===== src/design/rss_pkg.sv =====
// Shared types and constants for the running sample statistics block.
package rss_pkg;

    localparam int DATA_W       = 32;
    localparam int ACC_W        = 64;
    localparam int SAMPLE_WIDTH = 32;
    localparam int SAMPLE_SHIFT = DATA_W - SAMPLE_WIDTH;
    localparam int KIND_W       = 2;
    localparam int MODE_W       = 2;

    localparam int QUEUE_DEPTH  = 2;
    localparam int QPTR_W       = $clog2(QUEUE_DEPTH);
    localparam int QCNT_W       = $clog2(QUEUE_DEPTH + 1);

    localparam int DIV_STEPS    = ACC_W / 2;
    localparam int DIV_CNT_W    = $clog2(DIV_STEPS);

    localparam logic [KIND_W-1:0] KIND_RECORD = 2'd0;
    localparam logic [KIND_W-1:0] KIND_QUERY  = 2'd1;
    localparam logic [KIND_W-1:0] KIND_CLEAR  = 2'd2;

    localparam logic [MODE_W-1:0] MODE_COUNTER = 2'd0;
    localparam logic [MODE_W-1:0] MODE_NUMERIC = 2'd1;
    localparam logic [MODE_W-1:0] MODE_GROUP   = 2'd2;

    typedef enum logic [1:0] {
        OP_RECORD,
        OP_QUERY,
        OP_CLEAR
    } t_op;

    typedef struct packed {
        t_op                op;
        logic [DATA_W-1:0]  sample;
    } t_item;

    typedef struct packed {
        logic [DATA_W-1:0]  sample_total;
        logic [DATA_W-1:0]  smallest;
        logic [DATA_W-1:0]  largest;
        logic [DATA_W-1:0]  most_recent;
        logic [ACC_W-1:0]   total;
        logic [ACC_W-1:0]   squares_total;
        logic [DATA_W-1:0]  mean;
        logic [DATA_W-1:0]  raw_value;
    } t_snapshot;

endpackage


===== src/design/rss_front.sv =====
// Front end: accepts items, decodes the kind, sign-extends the sample, queues them.
module rss_front import rss_pkg::*; (
    input  logic                i_clk,
    input  logic                i_rst_n,
    input  logic                i_in_valid,
    output logic                o_in_stall,
    input  logic [KIND_W-1:0]   i_kind,
    input  logic [DATA_W-1:0]   i_sample,
    output logic                o_q_valid,
    output t_item               o_q_item,
    input  logic                i_q_pop
);

    t_item              r_mem [QUEUE_DEPTH];
    logic [QPTR_W-1:0]  r_wr_ptr;
    logic [QPTR_W-1:0]  r_rd_ptr;
    logic [QCNT_W-1:0]  r_count;
    logic               push;
    logic               pop;
    t_item              new_item;
    logic signed [DATA_W-1:0] shifted;

    always_comb begin
        unique case (i_kind)
            KIND_RECORD: new_item.op = OP_RECORD;
            KIND_CLEAR:  new_item.op = OP_CLEAR;
            default:     new_item.op = OP_QUERY;
        endcase
        shifted         = $signed(i_sample) <<< SAMPLE_SHIFT;
        new_item.sample = shifted >>> SAMPLE_SHIFT;
    end

    assign o_in_stall = (r_count == QCNT_W'(QUEUE_DEPTH));
    assign push       = i_in_valid && !o_in_stall;
    assign o_q_valid  = (r_count != '0);
    assign pop        = i_q_pop && o_q_valid;
    assign o_q_item   = r_mem[r_rd_ptr];

    always_ff @(posedge i_clk) begin
        if (push) begin
            r_mem[r_wr_ptr] <= new_item;
        end
    end

    always_ff @(posedge i_clk) begin
        if (!i_rst_n) begin
            r_wr_ptr <= '0;
            r_rd_ptr <= '0;
            r_count  <= '0;
        end else begin
            if (push) begin
                r_wr_ptr <= (r_wr_ptr == QPTR_W'(QUEUE_DEPTH - 1)) ? '0 : r_wr_ptr + 1'b1;
            end
            if (pop) begin
                r_rd_ptr <= (r_rd_ptr == QPTR_W'(QUEUE_DEPTH - 1)) ? '0 : r_rd_ptr + 1'b1;
            end
            if (push && !pop) begin
                r_count <= r_count + 1'b1;
            end else if (pop && !push) begin
                r_count <= r_count - 1'b1;
            end
        end
    end

endmodule


===== src/design/rss_div.sv =====
// Unsigned 64-by-32 restoring divider, two quotient bits per cycle.
module rss_div import rss_pkg::*; (
    input  logic                i_clk,
    input  logic                i_rst_n,
    input  logic                i_start,
    input  logic [ACC_W-1:0]    i_dividend,
    input  logic [DATA_W-1:0]   i_divisor,
    output logic                o_done,
    output logic [ACC_W-1:0]    o_quotient
);

    logic                   r_busy;
    logic                   r_done;
    logic [DIV_CNT_W-1:0]   r_cnt;
    logic [ACC_W-1:0]       r_quo;
    logic [DATA_W-1:0]      r_rem;
    logic [DATA_W-1:0]      r_div;

    logic [DATA_W:0]        t1, t2, d_ext;
    logic                   ge1, ge2;
    logic [DATA_W-1:0]      rem1, rem2;
    logic [ACC_W-1:0]       quo1, quo2;

    always_comb begin
        d_ext = {1'b0, r_div};
        t1    = {r_rem, r_quo[ACC_W-1]};
        ge1   = (t1 >= d_ext);
        rem1  = ge1 ? DATA_W'(t1 - d_ext) : t1[DATA_W-1:0];
        quo1  = {r_quo[ACC_W-2:0], ge1};
        t2    = {rem1, quo1[ACC_W-1]};
        ge2   = (t2 >= d_ext);
        rem2  = ge2 ? DATA_W'(t2 - d_ext) : t2[DATA_W-1:0];
        quo2  = {quo1[ACC_W-2:0], ge2};
    end

    assign o_done     = r_done;
    assign o_quotient = r_quo;

    always_ff @(posedge i_clk) begin
        if (!i_rst_n) begin
            r_busy <= 1'b0;
            r_done <= 1'b0;
            r_cnt  <= '0;
        end else begin
            r_done <= 1'b0;
            if (i_start) begin
                r_busy <= 1'b1;
                r_cnt  <= '0;
                r_quo  <= i_dividend;
                r_rem  <= '0;
                r_div  <= i_divisor;
            end else if (r_busy) begin
                r_quo <= quo2;
                r_rem <= rem2;
                r_cnt <= r_cnt + 1'b1;
                if (r_cnt == DIV_CNT_W'(DIV_STEPS - 1)) begin
                    r_busy <= 1'b0;
                    r_done <= 1'b1;
                end
            end
        end
    end

endmodule


===== src/design/rss_back.sv =====
// Back end: applies queued items to the statistics and builds each snapshot.
module rss_back import rss_pkg::*; (
    input  logic                i_clk,
    input  logic                i_rst_n,
    input  logic                i_q_valid,
    input  t_item               i_q_item,
    output logic                o_q_pop,
    input  logic                i_cfg_valid,
    input  logic [MODE_W-1:0]   i_cfg_data,
    output logic                o_out_valid,
    input  logic                i_out_stall,
    output t_snapshot           o_snap
);

    typedef enum logic [2:0] {
        S_IDLE,
        S_SQUARE,
        S_UPDATE,
        S_PREP,
        S_DIVIDE,
        S_EMIT
    } t_state;

    localparam logic [DATA_W-1:0] INT_MAX = {1'b0, {(DATA_W-1){1'b1}}};
    localparam logic [DATA_W-1:0] INT_MIN = {1'b1, {(DATA_W-1){1'b0}}};

    t_state             r_state;
    logic [MODE_W-1:0]  r_mode;
    t_op                r_op;
    logic [DATA_W-1:0]  r_s;
    logic [DATA_W-1:0]  r_mag;
    logic [ACC_W-1:0]   r_sq;
    logic               r_neg;
    logic [DATA_W-1:0]  r_mean;
    logic               r_out_valid;
    t_snapshot          r_snap;

    // statistics
    logic [DATA_W-1:0]  r_cnt,  n_cnt;
    logic               r_minv, n_minv;
    logic [DATA_W-1:0]  r_min,  n_min;
    logic [DATA_W-1:0]  r_max,  n_max;
    logic [ACC_W-1:0]   r_sum,  n_sum;
    logic [ACC_W-1:0]   r_sqs,  n_sqs;
    logic [DATA_W-1:0]  r_last, n_last;
    logic [DATA_W-1:0]  r_raw,  n_raw;

    logic [ACC_W:0]     sum_ext;
    logic [ACC_W:0]     sqs_ext;
    logic [DATA_W-1:0]  in_mag;
    logic               need_div;
    logic               div_start;
    logic               div_done;
    logic [ACC_W-1:0]   div_quo;
    logic [ACC_W-1:0]   dividend;
    logic [DATA_W-1:0]  mean_clamped;
    logic               out_free;
    t_snapshot          snap;

    assign o_q_pop     = (r_state == S_IDLE) && i_q_valid;
    assign o_out_valid = r_out_valid;
    assign o_snap      = r_snap;
    assign out_free    = !r_out_valid || !i_out_stall;

    assign in_mag = i_q_item.sample[DATA_W-1] ? DATA_W'(-i_q_item.sample) : i_q_item.sample;

    always_comb begin
        n_cnt  = r_cnt;
        n_minv = r_minv;
        n_min  = r_min;
        n_max  = r_max;
        n_sum  = r_sum;
        n_sqs  = r_sqs;
        n_last = r_last;
        n_raw  = r_raw;
        sum_ext = {r_sum[ACC_W-1], r_sum}
                + {{(ACC_W-DATA_W+1){r_s[DATA_W-1]}}, r_s};
        sqs_ext = {1'b0, r_sqs} + {1'b0, r_sq};
        case (r_op)
            OP_CLEAR: begin
                n_cnt  = '0;
                n_minv = 1'b0;
                n_min  = '0;
                n_max  = '0;
                n_sum  = '0;
                n_sqs  = '0;
                n_last = '0;
                n_raw  = '0;
            end
            OP_RECORD: begin
                n_raw = r_s;
                if (r_mode == MODE_COUNTER) begin
                    n_last = (r_last != INT_MAX) ? r_last + 1'b1 : r_last;
                    n_max  = n_last;
                end else begin
                    // signed clamp on overflow of the 65-bit sum
                    if (sum_ext[ACC_W] != sum_ext[ACC_W-1]) begin
                        n_sum = sum_ext[ACC_W] ? {1'b1, {(ACC_W-1){1'b0}}}
                                               : {1'b0, {(ACC_W-1){1'b1}}};
                    end else begin
                        n_sum = sum_ext[ACC_W-1:0];
                    end
                    n_sqs  = sqs_ext[ACC_W] ? '1 : sqs_ext[ACC_W-1:0];
                    n_cnt  = (r_cnt != '1) ? r_cnt + 1'b1 : r_cnt;
                    n_last = r_s;
                    n_minv = 1'b1;
                    if (!r_minv || ($signed(r_min) > $signed(r_s))) begin
                        n_min = r_s;
                    end
                    if ($signed(r_max) < $signed(r_s)) begin
                        n_max = r_s;
                    end
                end
            end
            default: ;
        endcase
    end

    assign need_div  = (r_mode == MODE_NUMERIC) && (r_cnt != '0);
    assign div_start = (r_state == S_PREP) && need_div;
    assign dividend  = r_sum[ACC_W-1] ? ACC_W'(-r_sum) : r_sum;

    rss_div u_div (
        .i_clk      (i_clk),
        .i_rst_n    (i_rst_n),
        .i_start    (div_start),
        .i_dividend (dividend),
        .i_divisor  (r_cnt),
        .o_done     (div_done),
        .o_quotient (div_quo)
    );

    always_comb begin
        if (r_neg) begin
            if ((|div_quo[ACC_W-1:DATA_W]) || (div_quo[DATA_W-1] && (|div_quo[DATA_W-2:0]))) begin
                mean_clamped = INT_MIN;
            end else begin
                mean_clamped = DATA_W'(-div_quo[DATA_W-1:0]);
            end
        end else begin
            mean_clamped = (|div_quo[ACC_W-1:DATA_W-1]) ? INT_MAX : div_quo[DATA_W-1:0];
        end
    end

    always_comb begin
        snap = '0;
        case (r_mode)
            MODE_COUNTER: begin
                snap.sample_total = r_last[DATA_W-1] ? '0 : r_last;
                snap.smallest     = r_min;
                snap.largest      = r_max;
                snap.most_recent  = r_last;
                snap.total        = r_sum;
                snap.raw_value    = r_raw;
            end
            MODE_NUMERIC: begin
                snap.sample_total  = r_cnt;
                snap.smallest      = r_min;
                snap.largest       = r_max;
                snap.most_recent   = r_last;
                snap.total         = r_sum;
                snap.squares_total = r_sqs;
                snap.mean          = r_mean;
                snap.raw_value     = r_raw;
            end
            default: ;
        endcase
    end

    always_ff @(posedge i_clk) begin
        if (!i_rst_n) begin
            r_state     <= S_IDLE;
            r_mode      <= MODE_NUMERIC;
            r_out_valid <= 1'b0;
            r_cnt       <= '0;
            r_minv      <= 1'b0;
            r_min       <= '0;
            r_max       <= '0;
            r_sum       <= '0;
            r_sqs       <= '0;
            r_last      <= '0;
            r_raw       <= '0;
        end else begin
            if (i_cfg_valid) begin
                r_mode <= i_cfg_data;
            end
            if ((r_state == S_EMIT) && out_free) begin
                r_out_valid <= 1'b1;
            end else if (r_out_valid && !i_out_stall) begin
                r_out_valid <= 1'b0;
            end
            unique case (r_state)
                S_IDLE: begin
                    if (i_q_valid) begin
                        r_op    <= i_q_item.op;
                        r_s     <= i_q_item.sample;
                        r_mag   <= in_mag;
                        r_state <= S_SQUARE;
                    end
                end
                S_SQUARE: begin
                    r_sq    <= ACC_W'(r_mag) * ACC_W'(r_mag);
                    r_state <= S_UPDATE;
                end
                S_UPDATE: begin
                    r_cnt   <= n_cnt;
                    r_minv  <= n_minv;
                    r_min   <= n_min;
                    r_max   <= n_max;
                    r_sum   <= n_sum;
                    r_sqs   <= n_sqs;
                    r_last  <= n_last;
                    r_raw   <= n_raw;
                    r_state <= S_PREP;
                end
                S_PREP: begin
                    r_neg <= r_sum[ACC_W-1];
                    if (need_div) begin
                        r_state <= S_DIVIDE;
                    end else begin
                        r_mean  <= '0;
                        r_state <= S_EMIT;
                    end
                end
                S_DIVIDE: begin
                    if (div_done) begin
                        r_mean  <= mean_clamped;
                        r_state <= S_EMIT;
                    end
                end
                S_EMIT: begin
                    if (out_free) begin
                        r_snap      <= snap;
                        r_state     <= S_IDLE;
                    end
                end
                default: r_state <= S_IDLE;
            endcase
        end
    end

endmodule


===== src/design/running_sample_statistics.sv =====
// Top level of the running sample statistics monitor.
// Path (back end free): each item goes through the SQUARE, UPDATE, PREP and EMIT states before the result
// is valid; in numeric mode with a nonzero count, DIVIDE (divider at 2 bits/cycle) lies between PREP and EMIT.
// The back end works on one item at a time, and the input queue holds two more.
// Reset (synchronous, active low) clears all statistics, empties the queue and sets
// monitor_kind to numeric mode; no clearing pass is needed.
module running_sample_statistics import rss_pkg::*; (
    input  logic                i_clk,
    input  logic                i_rst_n,
    // input item channel
    input  logic                i_in_valid,
    output logic                o_in_stall,
    input  logic [KIND_W-1:0]   i_kind,
    input  logic [DATA_W-1:0]   i_sample,
    // configuration write channel (monitor_kind)
    input  logic                i_cfg_valid,
    output logic                o_cfg_ready,
    input  logic [MODE_W-1:0]   i_cfg_data,
    // result channel
    output logic                o_out_valid,
    input  logic                i_out_stall,
    output logic [DATA_W-1:0]   o_sample_total,
    output logic [DATA_W-1:0]   o_smallest,
    output logic [DATA_W-1:0]   o_largest,
    output logic [DATA_W-1:0]   o_most_recent,
    output logic [ACC_W-1:0]    o_total,
    output logic [ACC_W-1:0]    o_squares_total,
    output logic [DATA_W-1:0]   o_mean,
    output logic [DATA_W-1:0]   o_raw_value
);

    logic       q_valid;
    t_item      q_item;
    logic       q_pop;
    t_snapshot  snap;

    // The user must issue config writes only while the block is idle; the block does not
    // enforce this, and the register takes every transfer.
    assign o_cfg_ready = 1'b1;

    // Front: decode kind (unknown code acts as a query), sign-extend the
    // sample from SAMPLE_WIDTH bits, and queue the item.
    rss_front u_front (
        .i_clk      (i_clk),
        .i_rst_n    (i_rst_n),
        .i_in_valid (i_in_valid),
        .o_in_stall (o_in_stall),
        .i_kind     (i_kind),
        .i_sample   (i_sample),
        .o_q_valid  (q_valid),
        .o_q_item   (q_item),
        .i_q_pop    (q_pop)
    );

    // Back: square, update, optional mean division, then the snapshot
    // lands in an output register that the downstream side drains.
    rss_back u_back (
        .i_clk       (i_clk),
        .i_rst_n     (i_rst_n),
        .i_q_valid   (q_valid),
        .i_q_item    (q_item),
        .o_q_pop     (q_pop),
        .i_cfg_valid (i_cfg_valid && o_cfg_ready),
        .i_cfg_data  (i_cfg_data),
        .o_out_valid (o_out_valid),
        .i_out_stall (i_out_stall),
        .o_snap      (snap)
    );

    assign o_sample_total  = snap.sample_total;
    assign o_smallest      = snap.smallest;
    assign o_largest       = snap.largest;
    assign o_most_recent   = snap.most_recent;
    assign o_total         = snap.total;
    assign o_squares_total = snap.squares_total;
    assign o_mean          = snap.mean;
    assign o_raw_value     = snap.raw_value;

endmodule

===== config.mk =====
export PLATFORM = sky130hd
export DESIGN_NAME = running_sample_statistics
export DESIGN_NICKNAME = d
export VERILOG_FILES = /design/src/design/rss_pkg.sv /design/src/design/rss_front.sv /design/src/design/rss_div.sv /design/src/design/rss_back.sv /design/src/design/running_sample_statistics.sv
export SDC_FILE = /design/constraint.sdc
export NUM_CORES = 2
export LEC_CHECK = 0
export BUFFER_PORTS_ARGS = -buffer_cell sky130_fd_sc_hd__buf_2
export CORE_UTILIZATION = 60
export DETAILED_ROUTE_END_ITERATION = 12
export GPL_TIMING_DRIVEN = 0
export PLACE_DENSITY = 0.87
export SYNTH_ARGS = -nofsm -noshare
export SYNTH_HDL_FRONTEND = slang
export SYNTH_SLANG_ARGS = --single-unit

===== constraint.sdc =====
create_clock -name i_clk -period 34.8 [get_ports i_clk]
set_clock_uncertainty 0.05 [all_clocks]
set_input_delay 5.22 -clock i_clk [delete_from_list [all_inputs] [get_ports i_clk]]
set_output_delay 5.22 -clock i_clk [all_outputs]
set_load 0.02 [all_outputs]

**Word-level counts from Yosys, hierarchy flattened**

Memory sizes are Yosys's and may differ from the RTL's. A register that Yosys moved wholly into a read port is not among the register bits.
Cells that the tools add are included.

- Memory bits (read-only): 0
- Memory bits (writable): 68
- Latch bits: 0
- Memories kept: 1
- Bits of input ports: 41
- Register bits after elaboration: 917

- Order comparisons: 4
- Shift operators: 0
- Add/subtract/negate cells: 14
- Multiplexer cells: 57
- Multiply operators: 1
- Bitwise logic cells: 2
- Reduce and logical (&&, ||, !) cells: 49
- Divide/modulo/power cells: 0
- Equal/unequal tests: 21

Memories:

| name | words | bits a word | read ports | clocked after memory_dff | wr ports | line | source |
|---|---|---|---|---|---|---|---|
| u_front.r_mem | 2 | 34 | 1 | 1 | 1 | rss_front.sv:14 | `t_item r_mem [QUEUE_DEPTH];` |

Operator list:

| operator | count |
|---|---|
| $mux W32 | 16 |
| $mux W64 | 8 |
| $pmux W192 S2 | 1 |
| $pmux W32 S2 | 6 |
| $pmux W64 S2 | 2 |
| $ge A33 B32 Y1 | 2 |
| $add A64 B32 Y65 | 1 |
| $add A64 B64 Y65 | 1 |
| $add A32 B1 Y32 const B | 2 |
| $mul A32 B32 Y64 | 1 |
| $neg A32 Y32 | 2 |
| $neg A64 Y64 | 1 |
| $sub A32 B32 Y32 | 2 |
| $mux W31 | 2 |
| $reduce_or A33 Y1 | 1 |
| $gt A32 B32 Y1 | 1 |
| $lt A32 B32 Y1 | 1 |
| $ne A32 B31 Y1 const B | 1 |
| $ne A32 B32 Y1 const B | 1 |
| $reduce_bool A32 Y1 | 1 |
| $reduce_or A32 Y1 | 1 |
| $reduce_or A31 Y1 | 1 |
| $pmux W3 S6 | 1 |
| $reduce_and A3 Y1 | 5 |
| 30 further kinds | 87 |

**Longest topological paths before layout**

- Depth after elaboration: 7
- Mapped depth: 32
- Mapped depth without buffers: 30

**By module**

A second synthesis with hierarchy kept.

- Cells, all modules: 8134
- Area total of the unflattened synthesis: 81879.8 um^2

Modules (own cells, without submodules):

| module | area an instance (um^2) | cells each | seq. area each (um^2) | times used |
|---|---|---|---|---|
| rss_back | 69875.8 | 7158 | 20349.5 | 1 |
| rss_div | 9293.9 | 841 | 3983.8 | 1 |
| rss_front | 2698.8 | 133 | 2142.1 | 1 |
| running_sample_statistics | 11.3 | 2 | 0.0 | 1 |

**Worst setup path after synthesis**

Ideal clock, no wire load.

- Path type: input to register
- Start point: input port i_rst_n
- End point: register u_back.r_snap, in the netlist u_back.o_snap[0], enable pin
- Setup time: 1007 ps
- Data required time: 33743 ps
- Cell stages on the path: 5
- Data arrival time: 19339 ps
- Slack: 14404 ps
- Path through: clkbuf_1 > clkbuf_1 > clkbuf_1 > nand2_1 > nor2_1

- Longest elaborated chain between the ends: 1

Ends and longest elaborated chain:

| item | line | source |
|---|---|---|
| from (decl) | running_sample_statistics.sv:9 | `input logic i_rst_n,` |
| $reduce_and A3 Y1 (no line) | n/a |  |
| to (signal assigned) | rss_back.sv:233 | `r_snap <= snap;` |
| to (decl) | rss_back.sv:36 | `t_snapshot r_snap;` |

Every way passes these cells.
A chain may end at the register's enable or synchronous reset.

**Final worst setup path**

- Start point: register u_back.r_mag[15]
- End point: register u_back.r_sq[63], data pin

- Longest elaborated chain between the ends: 1

Ends and longest elaborated chain:

| item | line | source |
|---|---|---|
| from (decl) | rss_back.sv:31 | `logic [DATA_W-1:0] r_mag;` |
| from (signal assigned) | rss_back.sv:197 | `r_mag <= in_mag;` |
| $mul A32 B32 Y64 | rss_back.sv:202 | `r_sq <= ACC_W'(r_mag) * ACC_W'(r_mag);` |
| to (signal assigned) | rss_back.sv:202 |  |
| to (decl) | rss_back.sv:32 | `logic [ACC_W-1:0] r_sq;` |

Every way passes these cells.

==> impl_metrics.py <==
metrics = {
    "routing": {
        "drtPass1Iterations": 8,
        "wl_per_cell_um": 26.1,
        "finalWirelength_um": 277000,
        "drt_iter0_markers": 8250,
        "vias": 65700,
        "avgViaCountPerCell": 6.19,
        "antenna_left": 0,
        "drc": 0,
    },
    "clock_tree": {
        "cts_setup_buffers": 0,
        "root_buffer": "clkbuf_16",
        "cts_buffers": 100,
        "clk_latency_ps": 760,
        "cts_resized": 0,
        "hold_buffers": 0,
        "tritoncts": "done",
        "cts.sinks": 984,
        "clk_pin_slew_ps": 70,
        "h-tree-depth": 3,
        "cts_buffer_depth": 3,
    },
    "sta": {
        "period_needed_ps": 10970,
        "max_freq_ghz": 0.0912,
        "slew_viol_final": 0,
        "hold_violations": 0,
        "slew_headroom": 0.0645,
        "post-route-period-util": 0.315,
        "tns_ps": 0,
        "setup_viol": 0,
        "rsz0062_at_grt": "no",
        "worst_slew_pin_slew_ps": 1390,
    },
    "placement": {
        "portBuffers": 362,
        "gp_congestion": 1.06,
        "place_inst": 10400,
        "dpl.hpwl_um": 222000,
    },
    "yosys": {
        "synth_edf_count": 677,
        "synthTopCellsByArea": "edfxtp_1 (25%), fa_1 (20%), ha_1 (8.6%), dfxtp_1 (7.5%), inv_1 (5.2%)",
        "synth_nets": 9660,
        "async_flop_share": 0,
        "synth_cell_types": 95,
        "yosysMostFrequentCell": "inv_1",
        "synth-main-ff-cell": "edfxtp_1",
        "syn_avg_cell_area_um2": 9.86,
        "syn-cell-area_um2": 81500,
        "yosysWarnings": 0,
        "ys_seq_area_frac": 0.325,
        "synth_largest_area_cell": "edfxtp_1",
        "yosys-top-cells-count": "inv_1 (1,137), nand2_1 (800), fa_1 (795)",
        "syn_inst": 8263,
        "synth.top_cell.area_share": 0.250,
        "ys_ff_latch": 984,
    },
    "setup_path": {
        "crit_fanout": 10,
        "slowest_delay_ps": 940,
        "cp-end-kind": "flip-flop",
        "cp.arrival_ps": 11400,
        "crit_slowest_cell": "clkbuf_1",
        "startpoint_type": "flip-flop",
        "worstSetupPathType": "reg2reg",
        "required_ps": 35240,
        "cp_common_cell": "fa_1",
    },
    "floorplan": {
        "core_um2": 134000,
        "dieArea_um2": 137000,
        "die_h_um": 370,
        "start_util": 0.607,
        "die_w_um": 370,
        "ios": 364,
        "num_rows": 134,
    },
    "global_route": {
        "grt_usage": 0.401,
        "overflow": 0,
        "grt_pass1_vias": 64900,
        "grt_pass1_wl_um": 406000,
        "grt_max_degree": 65,
        "antenna_found_initial": 26,
    },
    "layout": {
        "drive_above_1_share": 0.0769,
        "syn_to_final_growth_pct": 9.75,
        "n_fill_cell": 10500,
        "layout.nets": 10100,
        "multi_input_area_um2": 49300,
        "stdcell_count": 10600,
        "regArea_um2": 26500,
    },
    "run_status": {
        "status": "finished, final reports clean",
    },
    "hold_path": {
        "worstHoldPathType": "reg2reg",
    },
    "flow_run": {
        "maxCapViolCount": 0,
    },
}
## per-layer routing
metal / wire, um / track usage / vias to the layer above
met5: 83 / 0.00385 / -
met4: 17200 / 0.211 / 12
met3: 33000 / 0.0979 / 892
met2: 120000 / 0.607 / 4067
met1: 106000 / 0.535 / 32000
li1: - / - / 28700
## path summary, 6_finish.rpt
path / cells after the start / endpoint / start / slack [ps]
setup reg to reg: 28 / u_back.r_sq[63] / u_back.r_mag[15] / 23830
hold / removal: 0 / u_back.u_div.r_div[22] / u_back.r_cnt[22] / 390
setup / recovery: 28 / u_back.r_sq[63] / u_back.r_mag[15] / 23830
hold reg to reg: 0 / u_back.u_div.r_div[22] / u_back.r_cnt[22] / 390
## registers in the layout, summed over array words and instances, names as in the netlist, 63 cells and up, named ones only
name                     cells
u_back.o_snap              320
u_back.r_sq                 63
u_back.r_sqs                64
u_back.r_sum                64
u_back.u_div.o_quotient     64
u_front.r_mem               68
## cell usage in the layout (no fill, tap or decap), types with 68 or more instances in the layout
| master | n |
|---|---|
| xor2_1 | 196 |
| buf_2 | 374 |
| dfxtp_1 | 307 |
| and2_1 | 346 |
| o21ai_0 | 386 |
| nor3_1 | 76 |
| clkbuf_1 | 379 |
| ha_1 | 561 |
| fa_1 | 795 |
| or3_1 | 92 |
| xnor2_1 | 220 |
| o31ai_1 | 71 |
| clkbuf_16 | 103 |
| inv_1 | 1137 |
| edfxtp_1 | 677 |
| nor2_1 | 343 |
| a21o_1 | 209 |
| nor2b_1 | 232 |
| mux2i_1 | 68 |
| nand4_1 | 110 |
| nand3_1 | 137 |
| a21oi_1 | 385 |
| nand2_1 | 799 |
## layout make-up
type,instances,share of cell area
flip-flops and latches,984,0.296
multi-input cells,5758,0.552
repair buffers,381,0.0246
clock inverters,60,0.00798
diodes,12,0.000336
plain buffers,383,0.0163
clock buffers,128,0.0306
well taps,1768,0.0247
inverters,1138,0.0478
## logic make-up after synthesis
family | Yosys count | share of synthesized area
AO/OA/AOI/OAI | 1503 | 0.118
XOR/XNOR | 416 | 0.0447
adder cells (fa/ha/maj) | 1356 | 0.282
buffers and inverters | 1521 | 0.0703
flip-flops | 984 | 0.325
multiplexers | 113 | 0.0146
other | 1 | 0.0000460
AND/OR/NAND/NOR | 2369 | 0.146
## through the flow
step                utilization  setup slack, ps  hold slack [ps]  cell area, um2
floorplan                     -            14400              356           81500
global placement          0.637             7760              366           85500
detailed placement        0.641            24040              379           85900
CTS                       0.666            24040              397           89400
global route              0.666            23570              408           89400
finish                    0.667            23830              393           89400
## worst max-delay path, delay by kind of cell (launching register included)
kind	cells	cell delay, ps
adders and majority gates	9	4540
buffers and inverters	9	2290
DFF	1	500
xor gates and xnor gates	1	160
and+or+nand+nor	4	960
AOI/OAI and AO/OA	5	2180
Power is not shown: default switching activity piles up to over one toggle a cycle in this logic, so the estimate is an artifact.
